`src/hw/rtl/bec_pkg.sv`:
```
`default_nettype none

package bec_pkg;

  // Field widths
  localparam int unsigned TimeW  = 32;
  localparam int unsigned CfgW   = 16;
  localparam int unsigned CodeW  = 3;
  localparam int unsigned CfgIdxW = 2;

  // Register defaults after reset
  localparam logic [CfgW-1:0] ClickWindowRst = 16'd250;
  localparam logic [CfgW-1:0] HoldDelayRst   = 16'd1000;
  localparam logic [CfgW-1:0] RepeatRst      = 16'd200;

  // Register indexes
  typedef enum logic [CfgIdxW-1:0] {
    CFG_CLICK_WINDOW = 2'd0,
    CFG_HOLD_DELAY   = 2'd1,
    CFG_REPEAT       = 2'd2
  } cfg_idx_e;

  // Event codes
  typedef enum logic [CodeW-1:0] {
    EV_PRESSED  = 3'd0,
    EV_CLICKED  = 3'd1,
    EV_RELEASED = 3'd2,
    EV_HELD     = 3'd3,
    EV_REPEAT   = 3'd4
  } event_e;

  // Timing settings handed to the classifier
  typedef struct packed {
    logic [CfgW-1:0] click_window;
    logic [CfgW-1:0] hold_delay;
    logic [CfgW-1:0] repeat_period;
  } cfg_t;

  // Decision for one poll
  typedef struct packed {
    logic   hit;
    event_e code;
  } decision_t;

endpackage

`default_nettype wire

```
`src/hw/rtl/button_event_classifier.sv`:
```
// An event shows on out_valid_o once its poll has passed the input register
// and then the result register.
// Throughput: one poll per cycle unless out_stall_i blocks an event; the single
// classification stage updates button state in the same cycle it decides, so
// polls follow back to back. Polls that cause no event are dropped inside.
// Reset (rst_ni low, asynchronous): pipeline empty, button not pressed and
// not holding, last event time 0, registers at 250 / 1000 / 200 ms.
`default_nettype none

module button_event_classifier
  import bec_pkg::*;
(
  input  wire logic               clk_i,
  input  wire logic               rst_ni,
  // Poll channel
  input  wire logic               in_valid_i,
  output logic                    in_stall_o,
  input  wire logic [TimeW-1:0]   time_ms_i,
  input  wire logic               level_i,
  input  wire logic               edge_seen_i,
  // Event channel
  output logic                    out_valid_o,
  input  wire logic               out_stall_i,
  output logic [CodeW-1:0]        event_code_o,
  output logic                    event_level_o,
  // Configuration writes
  input  wire logic               cfg_we_i,
  input  wire logic [CfgIdxW-1:0] cfg_idx_i,
  input  wire logic [CfgW-1:0]    cfg_wdata_i
);

  cfg_t             cfg;
  decision_t        dec;
  logic             s1_valid_q;
  logic [TimeW-1:0] s1_time_q;
  logic             s1_level_q;
  logic             s1_edge_q;
  logic             out_valid_q;
  event_e           out_code_q;
  logic             out_level_q;
  logic             out_free;
  logic             s1_adv;
  logic             s1_load;

  bec_cfg_regs u_cfg (
    .clk_i       (clk_i),
    .rst_ni      (rst_ni),
    .cfg_we_i    (cfg_we_i),
    .cfg_idx_i   (cfg_idx_i),
    .cfg_wdata_i (cfg_wdata_i),
    .cfg_o       (cfg)
  );

  // Output register can take a new event this cycle
  assign out_free = !out_valid_q || !out_stall_i;
  // Stage 1 request moves on when its event (if any) has room
  assign s1_adv   = s1_valid_q && (out_free || !dec.hit);
  assign s1_load  = !s1_valid_q || s1_adv;
  assign in_stall_o = !s1_load;

  // Input register
  always_ff @(posedge clk_i or negedge rst_ni) begin
    if (!rst_ni) begin
      s1_valid_q <= 1'b0;
    end else if (s1_load) begin
      s1_valid_q <= in_valid_i;
    end
  end

  always_ff @(posedge clk_i) begin
    if (s1_load && in_valid_i) begin
      s1_time_q  <= time_ms_i;
      s1_level_q <= level_i;
      s1_edge_q  <= edge_seen_i;
    end
  end

  bec_classify u_classify (
    .clk_i       (clk_i),
    .rst_ni      (rst_ni),
    .cfg_i       (cfg),
    .valid_i     (s1_valid_q),
    .commit_i    (s1_adv),
    .time_ms_i   (s1_time_q),
    .level_i     (s1_level_q),
    .edge_seen_i (s1_edge_q),
    .dec_o       (dec)
  );

  // Result register
  always_ff @(posedge clk_i or negedge rst_ni) begin
    if (!rst_ni) begin
      out_valid_q <= 1'b0;
    end else if (out_free) begin
      out_valid_q <= s1_valid_q && dec.hit;
    end
  end

  always_ff @(posedge clk_i) begin
    if (out_free && s1_valid_q && dec.hit) begin
      out_code_q  <= dec.code;
      out_level_q <= s1_level_q;
    end
  end

  assign out_valid_o   = out_valid_q;
  assign event_code_o  = out_code_q;
  assign event_level_o = out_level_q;

  // Input side only backs up behind a full, stalled result register
  a_stall_cause : assert property (@(posedge clk_i) disable iff (!rst_ni)
    in_stall_o |-> out_valid_q && out_stall_i && s1_valid_q && dec.hit)
    else $error("poll stalled without a blocked event");

endmodule

`default_nettype wire

```
`src/hw/rtl/bec_cfg_regs.sv`:
```
`default_nettype none

module bec_cfg_regs
  import bec_pkg::*;
(
  input  wire logic               clk_i,
  input  wire logic               rst_ni,
  input  wire logic               cfg_we_i,
  input  wire logic [CfgIdxW-1:0] cfg_idx_i,
  input  wire logic [CfgW-1:0]    cfg_wdata_i,
  output cfg_t                    cfg_o
);

  cfg_t cfg_q;

  // Register file; writes to unused indexes are dropped
  always_ff @(posedge clk_i or negedge rst_ni) begin
    if (!rst_ni) begin
      cfg_q.click_window  <= ClickWindowRst;
      cfg_q.hold_delay    <= HoldDelayRst;
      cfg_q.repeat_period <= RepeatRst;
    end else if (cfg_we_i) begin
      unique case (cfg_idx_i)
        CFG_CLICK_WINDOW: cfg_q.click_window  <= cfg_wdata_i;
        CFG_HOLD_DELAY:   cfg_q.hold_delay    <= cfg_wdata_i;
        CFG_REPEAT:       cfg_q.repeat_period <= cfg_wdata_i;
        default: ;
      endcase
    end
  end

  assign cfg_o = cfg_q;

endmodule

`default_nettype wire

```
`src/hw/rtl/bec_classify.sv`:
```
`default_nettype none

module bec_classify
  import bec_pkg::*;
(
  input  wire logic             clk_i,
  input  wire logic             rst_ni,
  input  wire cfg_t             cfg_i,
  input  wire logic             valid_i,
  input  wire logic             commit_i,
  input  wire logic [TimeW-1:0] time_ms_i,
  input  wire logic             level_i,
  input  wire logic             edge_seen_i,
  output decision_t             dec_o
);

  logic [TimeW-1:0] last_time_q, last_time_d;
  logic             pressed_q, pressed_d;
  logic             holding_q, holding_d;
  logic [TimeW-1:0] elapsed;
  logic             lt_click, gt_hold, gt_repeat;
  decision_t        dec;

  // Elapsed time wraps modulo 2^32
  assign elapsed   = time_ms_i - last_time_q;
  assign lt_click  = elapsed < {{(TimeW-CfgW){1'b0}}, cfg_i.click_window};
  assign gt_hold   = elapsed > {{(TimeW-CfgW){1'b0}}, cfg_i.hold_delay};
  assign gt_repeat = elapsed > {{(TimeW-CfgW){1'b0}}, cfg_i.repeat_period};

  // Decision chain, first match wins
  always_comb begin
    dec.hit   = 1'b0;
    dec.code  = EV_PRESSED;
    pressed_d = pressed_q;
    holding_d = holding_q;
    priority if (edge_seen_i && !level_i && !pressed_q) begin
      dec.hit   = 1'b1;
      dec.code  = EV_PRESSED;
      pressed_d = 1'b1;
    end else if (edge_seen_i && level_i && lt_click && !holding_q) begin
      dec.hit   = 1'b1;
      dec.code  = EV_CLICKED;
      pressed_d = 1'b0;
    end else if (edge_seen_i && level_i) begin
      dec.hit   = 1'b1;
      dec.code  = EV_RELEASED;
      pressed_d = 1'b0;
      holding_d = 1'b0;
    end else if (!level_i && !holding_q && gt_hold) begin
      dec.hit   = 1'b1;
      dec.code  = EV_HELD;
      holding_d = 1'b1;
    end else if (!level_i && holding_q && gt_repeat) begin
      dec.hit   = 1'b1;
      dec.code  = EV_REPEAT;
    end else begin
      dec.hit   = 1'b0;
    end
    dec.hit = dec.hit & valid_i;
  end

  assign last_time_d = dec.hit ? time_ms_i : last_time_q;

  // Button state, updated when the poll leaves this stage
  always_ff @(posedge clk_i or negedge rst_ni) begin
    if (!rst_ni) begin
      last_time_q <= '0;
      pressed_q   <= 1'b0;
      holding_q   <= 1'b0;
    end else if (commit_i) begin
      last_time_q <= last_time_d;
      pressed_q   <= pressed_d;
      holding_q   <= holding_d;
    end
  end

  assign dec_o = dec;

  // A held event only starts a hold, a repeat only continues one
  a_held_not_holding : assert property (@(posedge clk_i) disable iff (!rst_ni)
    dec.hit && dec.code == EV_HELD |-> !holding_q)
    else $error("held event while already holding");

  a_repeat_holding : assert property (@(posedge clk_i) disable iff (!rst_ni)
    dec.hit && dec.code == EV_REPEAT |-> holding_q)
    else $error("repeat event while not holding");

  a_release_clears : assert property (@(posedge clk_i) disable iff (!rst_ni)
    commit_i && dec.hit && dec.code == EV_RELEASED |=> !holding_q && !pressed_q)
    else $error("release did not clear button state");

endmodule

`default_nettype wire
```
`config.mk`:
```
export PLATFORM = sky130hd
export DESIGN_NAME = button_event_classifier
export DESIGN_NICKNAME = d
export VERILOG_FILES = /design/src/hw/rtl/bec_pkg.sv /design/src/hw/rtl/button_event_classifier.sv /design/src/hw/rtl/bec_cfg_regs.sv /design/src/hw/rtl/bec_classify.sv
export SDC_FILE = /design/constraint.sdc
export NUM_CORES = 1
export LEC_CHECK = 0
export BUFFER_PORTS_ARGS = -buffer_cell sky130_fd_sc_hd__buf_2
export CAP_MARGIN = 40
export CORE_MARGIN = 2
export CORE_UTILIZATION = 61
export CTS_CLUSTER_DIAMETER = 80
export DETAILED_ROUTE_END_ITERATION = 7
export HOLD_SLACK_MARGIN = 0.02
export PLACE_DENSITY_LB_ADDON = 0.2
export SLEW_MARGIN = 20
export SYNTH_ARGS = -nofsm -noshare
export SYNTH_HDL_FRONTEND = slang
export SYNTH_SLANG_ARGS = --single-unit
```
`constraint.sdc`:
```
create_clock -name clk_i -period 7.6 [get_ports clk_i]
set_input_delay 2.28 -clock clk_i [delete_from_list [all_inputs] [get_ports clk_i]]
set_output_delay 2.28 -clock clk_i [all_outputs]
set_load 0.01 [all_outputs]
```
==> metrics.md <==
| Metric | Value |
|---|---|
| DRC violations left | `0` |
| Slew headroom | `59.8%` |
| Total number of vias | `5506` |
| Fraction of the yosys area taken by sequential cells | `42.8%` |
| Share of post-route cells with drive strength above 1 | `25.1%` |
| Power per Cell Area | `455 nW/um^2` |
| NumNets Final | `909` |
| Boundary pin count | `63` |
| Hold WC Path Type | `reg2reg` |
| Start-to-end type of the worst setup path | `reg2out` |
| Clock power frac | `21.2%` |
| Root buffer cell | `clkbuf_16` |
| TritonCTS clock tree | `done` |
| Clock sink total | `122` |
| Antenna viol nets, final | `0` |
| Most instantiated flip-flop cell in the synthesis netlist | `dfrtp_1` |
| Max Fclk | `0.137 GHz` |
| Sum of net half-perimeters after detailed placement | `12100 um` |
| GRT Overall Usage | `26.3%` |
| Worst hold path endpoint | `u_cfg.cfg_o[2]` |
| Clock Latency Late Sink | `0.43 ns` |
| Post-synth EDFFs | `38` |
| 1st-pass router iterations | `5` |
| Clock buffers created by TritonCTS | `17` |
| Net switching component of the power | `1.61 mW` |
| Clock transition time at the flip-flop clock pins of the worst setup and hold paths | `0.06 ns` |
| Top library cells by usage in the layout, fill and taps aside | `inv_1, ha_1, dfrtp_1` |
| Max-slew violation count | `0` |
| Wire length of the first global-routing pass | `27200 um` |
| Max-cap violation count | `0` |
| Worst VDD drop | `0.258 mV` |
| Yosys Warn Count | `0` |
| RSZ-0062 raised after global routing | `false` |
| Number of flip-flops and latches in the synthesized netlist | `122` |
| Destination of the worst register-to-register timing path | `s1_time_q[7]` |
| Final setup slack of the worst path | `0.311 ns` |
| Result of the run | `complete, no violations` |
| Worst slack at placement | `0.663 ns` |
| Die outline height | `116 um` |
| Sequential group share of total power | `23.7%` |
| Min-Delay Path Depth | `1` |
| Leading cell type in the layout, fill and taps excluded | `inv_1` |
| Vias per std cell | `5.77` |
| Total Negative Setup Slacks | `0 ns` |
| Crit path launch type | `flip-flop` |
| Mean area per synthesized cell | `10.9 um^2` |
| Total internal power | `2.38 mW` |
| Unique cell type count in the Yosys netlist | `65` |
| Critical path data required time | `5.32 ns` |
| Final weighted congestion in routability-driven placement | `0.937` |
| Number of buffers added for setup after CTS | `0` |
| Worst hold start | `u_cfg.cfg_o[2]` |
| Initial antenna violation count | `0` |
| Sw Ratio | `40.3%` |
| Number of global-route vias before repair | `5633` |
| Layout Area Growth over Synthesis | `15.0%` |
| Worst clock skew | `0.0172 ns` |
| Die outline width | `116 um` |
| Count of port buffers added during placement | `62` |
| Final setup viols | `0` |
| Number of failing hold endpoints at the final stage | `0` |
| Worst-case register-to-register setup slack | `2.33 ns` |
| Standard-cell rows | `40` |
| Async SR Flop Fraction | `68.9%` |
| Core region area | `12100 um^2` |
| DRC violation total after the first TritonRoute iteration | `327` |
| Final critical delay including setup and external delays | `7.29 ns` |
| Critical Path AT | `5.01 ns` |
| P_leak | `4.08 nW` |
| Endpoint kind of the worst setup timing path | `output port` |
| Count of inserted antenna diode cells | `0` |
| Deepest clock path buffer count | `2` |
| Part of the power in combinational logic | `55.0%` |
| Number of instances in the synthesized netlist | `702` |
| Post-detailed-route wirelength per cell | `17.1 um` |
| Floorplan die area | `13400 um^2` |
| Transition time at the pin with the least slew margin | `0.602 ns` |
| Final cycle utilization of the critical path | `95.9%` |
| Routed wire length | `16300 um` |
| Initial core utilization | `62.9%` |
| Worst reg-to-reg path cell count | `20` |
| Startpoint of the lowest-slack register-to-register path | `s1_time_q[0]` |
| Syn nets | `838` |
| Overflow left after global routing | `0` |
| Mapped Area | `7620 um^2` |
| Maximum number of pins on one net before global-route repair | `51` |
| Crit Path Max Fanout | `5` |
| Max H-tree Level | `4` |
flip-flops by register name, indices dropped and copies added, names as in the netlist:
register / flops
s1_level_q: 1
event_code_o: 3
u_cfg.cfg_o: 48
event_level_o: 1
u_classify.holding_q: 1
s1_valid_q: 1
u_classify.pressed_q: 1
s1_edge_q: 1
u_classify.last_time_q: 32
out_valid_o: 1
s1_time_q: 32
cells in the mapped netlist (10+ instances only):
cell / n / area (um^2)
nor2b_1: 10 / 62.6
nand2b_1: 11 / 68.8
ha_1: 78 / 976
inv_1: 83 / 312
edfxtp_1: 38 / 1140
mux2_2: 37 / 417
xor2_1: 10 / 87.6
nand4_1: 12 / 75.1
mux2_4: 28 / 420
dfrtp_1: 69 / 1730
xnor2_1: 16 / 140
a21o_1: 13 / 97.6
dfstp_2: 15 / 394
nand2_1: 51 / 191
a21oi_1: 40 / 200
nor2_1: 23 / 86.3
o21ai_0: 40 / 200
worst max path at each step:
stage	slack [ns]	startpoint	cells after the start	to
2_1_floorplan	1.36	s1_time_q[0]	18	in_stall_o
3_3_place_gp	0.82	s1_time_q[0]	19	in_stall_o
3_5_place_dp	0.66	s1_time_q[0]	19	in_stall_o
4_1_cts	0.20	s1_time_q[0]	19	in_stall_o
5_1_grt	0.003	s1_time_q[0]	19	in_stall_o
6_report	0.31	s1_time_q[0]	19	in_stall_o
cells by family (layout without fill, tap and decap cells):
group | after synthesis | in the layout | synth area share, %
xor gates and xnor gates | 26 | 26 | 2.99
DFF | 122 | 122 | 42.8
adders and majority gates | 79 | 79 | 13.1
buffers and inverters | 99 | 183 | 5.75
and+or+nand+nor | 149 | 149 | 10.0
muxes | 67 | 67 | 11.2
AOI/OAI and AO/OA | 160 | 160 | 14.1
routing by layer:
layer | vias up | global-route usage [%] | share of wire (%)
met4 | 0 | 9.37 | 1.3
met2 | 150 | 41.8 | 47
met5 | - | 0 | 0
met1 | 2684 | 35.3 | 47
met3 | 20 | 6.85 | 4.8
li1 | 2652 | - | -
power by group through the flow:
stage	clock network [mW]	logic, mW	registers, mW
6_report	0.847	2.20	0.947
5_1_grt	0.885	2.46	0.966
4_1_cts	0.859	2.15	0.947
3_5_place_dp	0	2.12	0.953
3_3_place_gp	0	2.05	0.944
2_1_floorplan	0	1.63	0.929
critical path, cell delays in order, from the launching register on:
cell and delay, ns:
edfxtp_1 0.34, inv_1 0.05, ha_1 0.22, fa_1 0.42
nor2b_1 0.18, o211ai_1 0.15, a21oi_1 0.27, a211o_1 0.34
xor2_2 0.24, ha_1 0.27, and4_1 0.17, nand3_1 0.10
a221oi_1 0.06, a21oi_1 0.15, a21oi_1 0.10, or2_2 0.28
o31a_1 0.28, or4_4 0.56, and4_1 0.27, buf_2 0.15
metrics by stage:
step / cell area (um^2) / std cells / hold WS [ns] / utilization [%] / total power [mW]
6_report: 8760 / 954 / 0.504 / 72.4 / 3.99
5_1_grt: 8760 / 954 / 0.519 / 72.4 / 4.31
4_1_cts: 8730 / 954 / 0.510 / 72.1 / 3.96
3_5_place_dp: 8120 / 922 / 0.494 / 67.0 / 3.07
3_3_place_gp: 8050 / 918 / 0.489 / 66.4 / 2.99
2_1_floorplan: 7620 / 702 / 0.475 / - / 2.56
repair_timing:
action                                  CTS  global route
hold buffers                              0             0
hold endpoints to repair                  0             0
endpoints found under the setup margin    0             1
resized for setup                         0             4
final cells by class:
class	count	area, um^2
repair buffers	68	398
flip-flops and latches	122	3260
clock buffers	20	447
well taps	168	210
inverters	83	312
fillers	907	3350
clock inverters	12	173
multi-input cells	481	3960
Power figures use the tool's default switching activity.
